**config.mk**
```make
export PLATFORM = sky130hd
export DESIGN_NAME = bank_switched_memory_decoder_unit
export DESIGN_NICKNAME = d
export VERILOG_FILES = /design/src/rtl/bsmd_pkg.sv /design/src/rtl/bsmd_cfg.sv /design/src/rtl/bsmd_bank.sv /design/src/rtl/bsmd_route.sv /design/src/rtl/bank_switched_memory_decoder_unit.sv
export SDC_FILE = /design/constraint.sdc
export NUM_CORES = 1
export LEC_CHECK = 0
export BUFFER_PORTS_ARGS = -buffer_cell sky130_fd_sc_hd__buf_4
export CORE_MARGIN = 2
export CORE_UTILIZATION = 56
export CTS_BUF_LIST = sky130_fd_sc_hd__clkbuf_4
export DETAILED_ROUTE_END_ITERATION = 7
export PLACE_DENSITY_LB_ADDON = 0.25
export SKIP_CTS_REPAIR_TIMING = 1
export SYNTH_ARGS = -nofsm -noshare
export SYNTH_HDL_FRONTEND = slang
export SYNTH_HIERARCHICAL = 1
export SYNTH_SLANG_ARGS = --single-unit
```
**constraint.sdc**
```tcl
create_clock -name clk_i -period 4.1 [get_ports clk_i]
set_clock_uncertainty 0.05 [all_clocks]
set_input_delay 0.41 -clock clk_i [delete_from_list [all_inputs] [get_ports clk_i]]
set_output_delay 0.41 -clock clk_i [all_outputs]
set_load 0.02 [all_outputs]
```
**src/rtl/bsmd_pkg.sv**
```systemverilog
// ----------------------------------------------------------------------------
// bsmd_pkg
// Shared types and constants of the bank-switched memory decoder.
// ----------------------------------------------------------------------------
package bsmd_pkg;

  typedef enum logic [2:0] {
    CMD_IFETCH   = 3'd0,
    CMD_READ     = 3'd1,
    CMD_WRITE    = 3'd2,
    CMD_JUMP_CHK = 3'd3,
    CMD_DEF_BANK = 3'd4
  } cmd_e;

  typedef enum logic [2:0] {
    TGT_RAM   = 3'd0,
    TGT_ROM   = 3'd1,
    TGT_TIMER = 3'd2,
    TGT_SND1  = 3'd3,
    TGT_SND2  = 3'd4,
    TGT_EXT   = 3'd5,
    TGT_BANK  = 3'd6,
    TGT_NONE  = 3'd7
  } target_e;

  typedef enum logic [1:0] {
    MODE_RAM_ONLY = 2'd0,
    MODE_TRANSP   = 2'd1,
    MODE_BANKSW   = 2'd2,
    MODE_REAL     = 2'd3
  } mode_e;

  // register index as seen in paddr[2]
  localparam logic REG_ENV_MODE  = 1'b0;
  localparam logic REG_DUAL_CHIP = 1'b1;

  localparam logic [7:0]  BANK_RESET    = 8'h07;
  localparam logic [15:0] ADDR_BANK_REG = 16'h0001;
  localparam logic [15:0] SND_MASK      = 16'hfc1f;
  localparam logic [7:0]  SND_PAGE      = 8'hd4;
  localparam logic [7:0]  SND2_PAGE     = 8'hd5;
  localparam logic [7:0]  TIMER_PAGE    = 8'hdc;
  localparam logic [7:0]  EXT_FIRST     = 8'h1d;
  localparam logic [15:0] EXT_BASE      = 16'hd400;
  localparam logic [15:0] BASIC_BASE    = 16'ha000;
  localparam logic [15:0] IO_BASE       = 16'hd000;
  localparam logic [15:0] KERNEL_BASE   = 16'he000;

  typedef struct packed {
    logic [2:0]  cmd;
    logic [15:0] address;
    logic [7:0]  wdata;
    logic        use_cache;
  } in_item_t;

  typedef struct packed {
    target_e     target;
    logic [15:0] taddr;
    logic        shadow;
    logic [7:0]  data;
    logic        jump;
  } route_t;

  typedef struct packed {
    mode_e mode;
    logic  dual;
  } cfg_t;

  typedef struct packed {
    logic [7:0] bank;
    logic       basic;
    logic       io;
    logic       kernel;
  } bank_state_t;

  typedef struct packed {
    logic       load;
    logic [7:0] value;
  } bank_upd_t;

endpackage

```
**src/rtl/bsmd_cfg.sv**
```systemverilog
// ----------------------------------------------------------------------------
// bsmd_cfg
// APB register file: environment mode and dual-chip enable.
// ----------------------------------------------------------------------------
module bsmd_cfg (
  input  logic          clk_i,
  input  logic          rst_ni,
  input  logic          psel,
  input  logic          penable,
  input  logic          pwrite,
  input  logic [2:0]    paddr,
  input  logic [31:0]   pwdata,
  output logic [31:0]   prdata,
  output logic          pready,
  output bsmd_pkg::cfg_t cfg_o
);
  import bsmd_pkg::*;

  mode_e mode_q;
  logic  dual_q;
  logic  wr_en;

  assign pready = 1'b1;
  assign wr_en  = psel & penable & pwrite & pready;

  // byte lane bits paddr[1:0] are ignored
  always_ff @(posedge clk_i or negedge rst_ni) begin
    if (!rst_ni) begin
      mode_q <= MODE_BANKSW;
      dual_q <= 1'b0;
    end else if (wr_en) begin
      unique case (paddr[2])
        REG_ENV_MODE:  mode_q <= mode_e'(pwdata[1:0]);
        REG_DUAL_CHIP: dual_q <= pwdata[0];
        default:       mode_q <= mode_q;
      endcase
    end
  end

  always_comb begin
    unique case (paddr[2])
      REG_ENV_MODE:  prdata = {30'd0, mode_q};
      REG_DUAL_CHIP: prdata = {31'd0, dual_q};
      default:       prdata = 32'd0;
    endcase
  end

  assign cfg_o = '{mode: mode_q, dual: dual_q};

endmodule

```
**src/rtl/bsmd_bank.sv**
```systemverilog
// ----------------------------------------------------------------------------
// bsmd_bank
// Bank register with its derived basic, I/O and kernel enables.
// ----------------------------------------------------------------------------
module bsmd_bank (
  input  logic                   clk_i,
  input  logic                   rst_ni,
  input  bsmd_pkg::bank_upd_t    upd_i,
  output bsmd_pkg::bank_state_t  state_o
);
  import bsmd_pkg::*;

  logic [7:0] bank_q;
  logic       basic_q, io_q, kernel_q;

  always_ff @(posedge clk_i or negedge rst_ni) begin
    if (!rst_ni) begin
      bank_q   <= BANK_RESET;
      basic_q  <= 1'b1;
      io_q     <= 1'b1;
      kernel_q <= 1'b1;
    end else if (upd_i.load) begin
      bank_q   <= upd_i.value;
      basic_q  <= (upd_i.value[1:0] == 2'b11);
      io_q     <= (upd_i.value[2:0] > 3'd4);
      kernel_q <= upd_i.value[1];
    end
  end

  assign state_o = '{bank: bank_q, basic: basic_q, io: io_q, kernel: kernel_q};

endmodule

```
**src/rtl/bsmd_route.sv**
```systemverilog
// ----------------------------------------------------------------------------
// bsmd_route
// Address decode of one access against configuration and bank state.
// ----------------------------------------------------------------------------
module bsmd_route (
  input  bsmd_pkg::in_item_t    item_i,
  input  bsmd_pkg::cfg_t        cfg_i,
  input  bsmd_pkg::bank_state_t bank_i,
  output bsmd_pkg::route_t      route_o,
  output bsmd_pkg::bank_upd_t   upd_o
);
  import bsmd_pkg::*;

  logic [15:0] addr;
  logic [15:0] m;
  logic        uc;
  logic        is_bank_addr;
  logic        in_io_page;
  logic        snd2_hit;
  target_e     rom_kind;
  route_t      r_io_rd, r_bank_rd, r_data_rd, r_io_wr, r_wr;
  logic [7:0]  def_bank;

  assign addr         = item_i.address;
  assign uc           = item_i.use_cache;
  assign m            = addr & SND_MASK;
  assign is_bank_addr = (addr == ADDR_BANK_REG);
  assign in_io_page   = (addr[15:12] == IO_BASE[15:12]);
  assign snd2_hit     = cfg_i.dual && (addr[15:8] == SND2_PAGE);
  // in ram-only mode the rom copy lives in ram
  assign rom_kind     = (cfg_i.mode == MODE_RAM_ONLY) ? TGT_RAM : TGT_ROM;

  // I/O area read decode
  always_comb begin
    r_io_rd = '{target: TGT_NONE, taddr: addr, shadow: 1'b0, data: 8'd0, jump: 1'b0};
    if (m[15:8] != SND_PAGE) begin
      if (addr[15:4] == {TIMER_PAGE, 4'h0}) begin
        r_io_rd.target = TGT_TIMER;
        r_io_rd.taddr  = {12'd0, addr[3:0]};
      end else begin
        r_io_rd.target = rom_kind;
      end
    end else if (m[7:0] >= EXT_FIRST) begin
      r_io_rd.target = TGT_EXT;
    end else if (snd2_hit) begin
      r_io_rd.target = uc ? rom_kind : TGT_SND2;
    end else begin
      r_io_rd.target = uc ? rom_kind : TGT_SND1;
      r_io_rd.taddr  = m;
    end
  end

  // full bank-switched read decode
  always_comb begin
    r_bank_rd = '{target: TGT_RAM, taddr: addr, shadow: 1'b0, data: 8'd0, jump: 1'b0};
    if (addr < BASIC_BASE) begin
      if (is_bank_addr) begin
        r_bank_rd.target = TGT_BANK;
        r_bank_rd.data   = bank_i.bank;
      end
    end else if (addr < IO_BASE) begin
      if (addr[15:12] != 4'hc && bank_i.basic) r_bank_rd.target = TGT_ROM;
    end else if (in_io_page) begin
      if (bank_i.io) r_bank_rd = r_io_rd;
    end else if (bank_i.kernel) begin
      r_bank_rd.target = TGT_ROM;
    end
  end

  always_comb begin
    r_data_rd = '{target: TGT_RAM, taddr: addr, shadow: 1'b0, data: 8'd0, jump: 1'b0};
    unique case (cfg_i.mode)
      MODE_RAM_ONLY: begin
        if (is_bank_addr) begin
          r_data_rd.target = TGT_BANK;
          r_data_rd.data   = bank_i.bank;
        end else begin
          r_data_rd = r_io_rd;
        end
      end
      MODE_TRANSP: begin
        if (in_io_page && bank_i.io) r_data_rd = r_io_rd;
      end
      default: r_data_rd = r_bank_rd;
    endcase
  end

  // I/O area write decode; timer takes a whole page on writes
  always_comb begin
    r_io_wr = '{target: TGT_RAM, taddr: addr, shadow: 1'b0, data: item_i.wdata, jump: 1'b0};
    if (is_bank_addr) begin
      r_io_wr.target = TGT_BANK;
    end else if (addr[15:8] == TIMER_PAGE) begin
      r_io_wr.target = TGT_TIMER;
      r_io_wr.taddr  = {12'd0, addr[3:0]};
    end else if (m[15:8] != SND_PAGE) begin
      r_io_wr.target = TGT_RAM;
    end else if (m[7:0] >= EXT_FIRST) begin
      r_io_wr.target = TGT_EXT;
      r_io_wr.taddr  = addr - EXT_BASE;
    end else begin
      r_io_wr.shadow = uc;
      if (snd2_hit) begin
        r_io_wr.target = TGT_SND2;
      end else begin
        r_io_wr.target = TGT_SND1;
        r_io_wr.taddr  = m;
      end
    end
  end

  always_comb begin
    r_wr = '{target: TGT_RAM, taddr: addr, shadow: 1'b0, data: item_i.wdata, jump: 1'b0};
    if (cfg_i.mode == MODE_RAM_ONLY) begin
      r_wr = r_io_wr;
    end else if (is_bank_addr) begin
      r_wr.target = TGT_BANK;
    end else if (in_io_page && bank_i.io) begin
      r_wr = r_io_wr;
    end
  end

  always_comb begin
    if (cfg_i.mode == MODE_RAM_ONLY) def_bank = 8'd4;
    else if (addr < BASIC_BASE)      def_bank = 8'd7;
    else if (addr < IO_BASE)         def_bank = 8'd6;
    else if (addr >= KERNEL_BASE)    def_bank = 8'd5;
    else                             def_bank = 8'd4;
  end

  always_comb begin
    route_o = '{target: TGT_NONE, taddr: 16'd0, shadow: 1'b0, data: 8'd0, jump: 1'b0};
    upd_o   = '{load: 1'b0, value: item_i.wdata};
    unique case (cmd_e'(item_i.cmd))
      CMD_IFETCH: begin
        if (cfg_i.mode == MODE_REAL) begin
          route_o = r_bank_rd;
        end else begin
          route_o.target = TGT_RAM;
          route_o.taddr  = addr;
        end
      end
      CMD_READ: route_o = r_data_rd;
      CMD_WRITE: begin
        route_o    = r_wr;
        upd_o.load = is_bank_addr;
      end
      CMD_JUMP_CHK: begin
        unique case (cfg_i.mode)
          MODE_BANKSW: begin
            if (addr < BASIC_BASE || addr[15:12] == 4'hc) route_o.jump = 1'b1;
            else if (addr < IO_BASE)                       route_o.jump = ~bank_i.basic;
            else if (in_io_page)                           route_o.jump = ~bank_i.io;
            else                                           route_o.jump = ~bank_i.kernel;
          end
          MODE_TRANSP: route_o.jump = ~((addr >= IO_BASE) && bank_i.kernel);
          default:     route_o.jump = 1'b1;
        endcase
      end
      CMD_DEF_BANK: begin
        route_o.target = TGT_RAM;
        route_o.taddr  = ADDR_BANK_REG;
        route_o.data   = def_bank;
        upd_o.load     = 1'b1;
        upd_o.value    = def_bank;
      end
      default: ;
    endcase
  end

endmodule

```
**src/rtl/bank_switched_memory_decoder_unit.sv**
```systemverilog
// ----------------------------------------------------------------------------
// bank_switched_memory_decoder_unit
// Routes memory accesses of an emulated 8-bit machine to their resource.
// ----------------------------------------------------------------------------
// Usage:
//   Accesses enter on the s_axis channel (command in tuser, address, byte
//   and cache flag in tdata) and one routing word per access leaves on the
//   m_axis channel (target in tuser, address, shadow flag, data and jump
//   result in tdata). The APB port holds the environment mode and the
//   dual-chip enable; write it only while no word is in flight.
//   Each word passes through the input register and then the result
//   register. While the receiver takes words, one word is taken and one
//   delivered every cycle; the bank register is updated as a word moves
//   to the result register, so the next word already decodes against the
//   new bank. Reset empties both registers, loads bank 7 with all enables
//   set, mode 2 and dual chip off. When the receiver stalls, the result
//   register holds; s_axis_tready_o drops in the same cycle if the input
//   register is full, else the input register takes one more word first.
// ----------------------------------------------------------------------------
module bank_switched_memory_decoder_unit (
  input  logic        clk_i,
  input  logic        rst_ni,
  // configuration
  input  logic        psel,
  input  logic        penable,
  input  logic        pwrite,
  input  logic [2:0]  paddr,
  input  logic [31:0] pwdata,
  output logic [31:0] prdata,
  output logic        pready,
  // access input
  input  logic        s_axis_tvalid_i,
  output logic        s_axis_tready_o,
  input  logic [31:0] s_axis_tdata_i,  // address[15:0], write_data[23:16], use_cache[24]
  input  logic [2:0]  s_axis_tuser_i,  // command[2:0]
  // routing output
  output logic        m_axis_tvalid_o,
  input  logic        m_axis_tready_i,
  output logic [31:0] m_axis_tdata_o,  // target_address[15:0], shadow_write[16],
                                       // data_out[24:17], jump_allowed[25]
  output logic [2:0]  m_axis_tuser_o   // target[2:0]
);
  import bsmd_pkg::*;

  cfg_t        cfg;
  bank_state_t bank_st;
  bank_upd_t   upd, upd_gated;
  route_t      route;

  logic        in_valid_q;
  in_item_t    in_item_q;
  logic        out_valid_q;
  route_t      out_q;
  logic        out_ready;
  logic        advance;

  assign out_ready       = ~out_valid_q | m_axis_tready_i;
  assign advance         = in_valid_q & out_ready;
  assign s_axis_tready_o = ~in_valid_q | advance;

  always_ff @(posedge clk_i or negedge rst_ni) begin
    if (!rst_ni) begin
      in_valid_q  <= 1'b0;
      out_valid_q <= 1'b0;
    end else begin
      if (s_axis_tready_o) in_valid_q <= s_axis_tvalid_i;
      if (out_ready)       out_valid_q <= in_valid_q;
    end
  end

  always_ff @(posedge clk_i) begin
    if (s_axis_tvalid_i && s_axis_tready_o) begin
      in_item_q <= '{cmd:       s_axis_tuser_i,
                     address:   s_axis_tdata_i[15:0],
                     wdata:     s_axis_tdata_i[23:16],
                     use_cache: s_axis_tdata_i[24]};
    end
    if (advance) out_q <= route;
  end

  bsmd_cfg u_cfg (
    .clk_i   (clk_i),
    .rst_ni  (rst_ni),
    .psel    (psel),
    .penable (penable),
    .pwrite  (pwrite),
    .paddr   (paddr),
    .pwdata  (pwdata),
    .prdata  (prdata),
    .pready  (pready),
    .cfg_o   (cfg)
  );

  bsmd_route u_route (
    .item_i  (in_item_q),
    .cfg_i   (cfg),
    .bank_i  (bank_st),
    .route_o (route),
    .upd_o   (upd)
  );

  assign upd_gated = '{load: upd.load & advance, value: upd.value};

  bsmd_bank u_bank (
    .clk_i   (clk_i),
    .rst_ni  (rst_ni),
    .upd_i   (upd_gated),
    .state_o (bank_st)
  );

  assign m_axis_tvalid_o = out_valid_q;
  assign m_axis_tuser_o  = out_q.target;
  assign m_axis_tdata_o  = {6'd0, out_q.jump, out_q.data, out_q.shadow, out_q.taddr};

endmodule

```
==> results.ini <==
[status]
status = completed

[placed_design]
io_buffers = 70
dp.cells = 494
pre_cts_ws_ns = 1.17
gp_congestion = 0.920
dp_hpwl_mm = 6.20

[clock_network]
clkLatencyLatePin_ns = 0.43
cts_root_buffer = clkbuf_4
cts_tree = yes
tritoncts.num_buffers = 9
clk_pin_slew_ns = 0.13
clock-sinks = 72
htreeDepth = 3
cts_buffer_depth = 2

[die]
coreArea_um2 = 7140
start_util_pct = 57.2
io_pins = 147
fp.dieH_um = 89.3
die_area_um2 = 7980
die_w_um = 89.3
core.rowCount = 31

[cells_and_area]
fin_cells = 511
mostFrequentLayoutCells = buf_4 (72), edfxtp_1 (57), conb_1 (37)
finalNetCount = 492
syn_to_final_growth_pct = 13.4
fillers = 586
n_antenna_cell = 0
final_common_cell = buf_4
drive_gt1_share_pct = 29.6

[drt]
ant_nets = 0
firstDrtPassIters = 5
initialDrtViolationCount = 277
routed_wl_mm = 8.80
post_drt_wl_per_cell_um = 17.2
via_per_inst = 5.63
dr_total_vias = 2879
drc = 0

[logic_synthesis]
synth_ff_type = edfxtp_1
synth_seq_cells = 72
synth.area.top_cells = edfxtp_1 (42%), buf_4 (7.9%), dfrtp_1 (5.5%)
synth_edf_count = 57
async_flop_share_pct = 20.8
syn_area_per_cell_um2 = 11.8
synth_cells = 346
ys_seq_area_share_pct = 51.3
synth.distinct_cells = 78
synthDominantCellAreaShare_pct = 42.0
synth_warnings = 6
synth_top_area_cell = edfxtp_1
synth_area_um2 = 4080

[critical_path]
end_kind = flip-flop
worstPathArrival_ns = 3.31
slowest_delay_ns = 0.62
critPathKind = flip-flop to flip-flop
rrSetupSlack_ns = 1.06
crit_required_ns = 4.38
rr_worst_depth = 5
rr_endpoint = u_bank/bank_q[7]
path_delay_family = simple AND/OR/NAND/NOR gates
slowest_stage = and3_1
crit_fanout = 12
crit_chain = nor4_4, nand4_1, o21ai_0, and3_1, mux2_2
r2r-start = in_item_q[13]
cp.buffers_inverters = 0
critPathLaunchType = flip-flop

[sta]
worst_pin_slew_ns = 0.744
fin_setup_tns_ns = 0
setup_violations = 0
period_share_pct = 74.1
period_minus_slack_ns = 3.04
fmax_mhz = 329
finalWorstSetupSlack_ns = 1.06
slew_headroom_pct = 50.3
rsz0062_at_grt = no
final_max_slew_viol_count = 0
hold_viol = 0

[min_path]
hold_class = primary input to flip-flop
hold_path_end = in_item_q[13]
min_path_cells = 1
worstHoldStart = s_axis_tdata_i[4]

[global_route]
overflow = 0
busiest_layer = met2
grt_pass1_vias = 2619
grt_max_degree = 30
grt_first_pass_wirelength_mm = 13.3
antenna_found_initial = 0
use_met3_pct = 4.99
use_met2_pct = 36.1
grt_use_met1_pct = 30.0
grt_usage_pct = 22.7

[power]
leakage_uw = 0.00189
peakVddDrop_uv = 225
p_per_area_nw_per_um2 = 404

[run]
drv_cap = 0

==> metrics by stage <==
step | total power [µW] | area (µm²) | hold WS, ns | util [%]
2_1_floorplan | 1280 | 4210 | 0.0644 | -
3_3_place_gp | 1360 | 4460 | 0.230 | 62.4
3_5_place_dp | 1370 | 4460 | 0.233 | 62.4
4_1_cts | 1870 | 4620 | -0.242 | 64.7
5_1_grt | 1950 | 4630 | 0.0793 | 64.8
6_report | 1870 | 4630 | 0.0922 | 64.8
==> cell families after synthesis <==
family	share of synthesized area, %
simple gates	16.4
compound gates	13.6
flops	51.3
buf+inv	11.3
mux	4.42
fa+ha+maj	2.45
other cells	0.276
xor+xnor	0.215
==> worst max path at each step <==
stage,start,depth (start not counted),to
final,in_item_q[13],5,u_bank/bank_q[7]
after global routing,in_item_q[13],5,u_bank/bank_q[7]
after CTS,in_item_q[13],5,u_bank/bank_q[7]
after detailed placement,in_item_q[13],5,u_bank/bank_q[7]
after global placement,in_item_q[13],5,u_bank/bank_q[7]
after floorplan,in_item_q[19],8,u_bank/bank_q[3]
==> layer usage <==
layer  part of all wire (%)  up-vias
met5                      0        -
met4                    1.7        0
met3                    7.9       14
met2                     48      159
met1                     42     1359
li1                       -     1347
==> final cells by class <==
class	instances	area, µm²	area share [%]
Tap cell	99	124	2.68
Clock buffer	10	75.1	1.62
Inverter	13	48.8	1.05
Timing Repair Buffer	73	551	11.9
Clock inverter	6	85.1	1.84
Multi-Input combinational cell	238	1650	35.6
Sequential cell	72	2090	45.3
==> synth_stat cells (5+ instances only) <==
| cell | count |
|---|---|
| mux2_4 | 7 |
| dfstp_2 | 6 |
| buf_4 | 43 |
| a21oi_1 | 8 |
| nor2_1 | 10 |
| clkbuf_1 | 5 |
| a22o_1 | 6 |
| o21ai_0 | 10 |
| dfrtp_1 | 9 |
| nand4_1 | 5 |
| o31ai_1 | 5 |
| and2_1 | 15 |
| edfxtp_1 | 57 |
| ha_1 | 8 |
| inv_1 | 13 |
| nand3_1 | 9 |
| a31oi_1 | 8 |
| nand2_1 | 20 |
==> report_power, final <==
group	switching (µW)	internal (µW)
Sequential	68.9	894
Clock	257	252
Combinational	231	168
Total	557	1310
==> registers in the layout, indices dropped and copies added, names as in the netlist, 2 cells and up <==
| name | count |
|---|---|
| u_cfg/mode_q | 2 |
| m_axis_tdata_o | 26 |
| in_item_q | 28 |
| m_axis_tuser_o | 3 |
| u_bank/bank_q | 8 |
(Power assumes the default switching activity.)
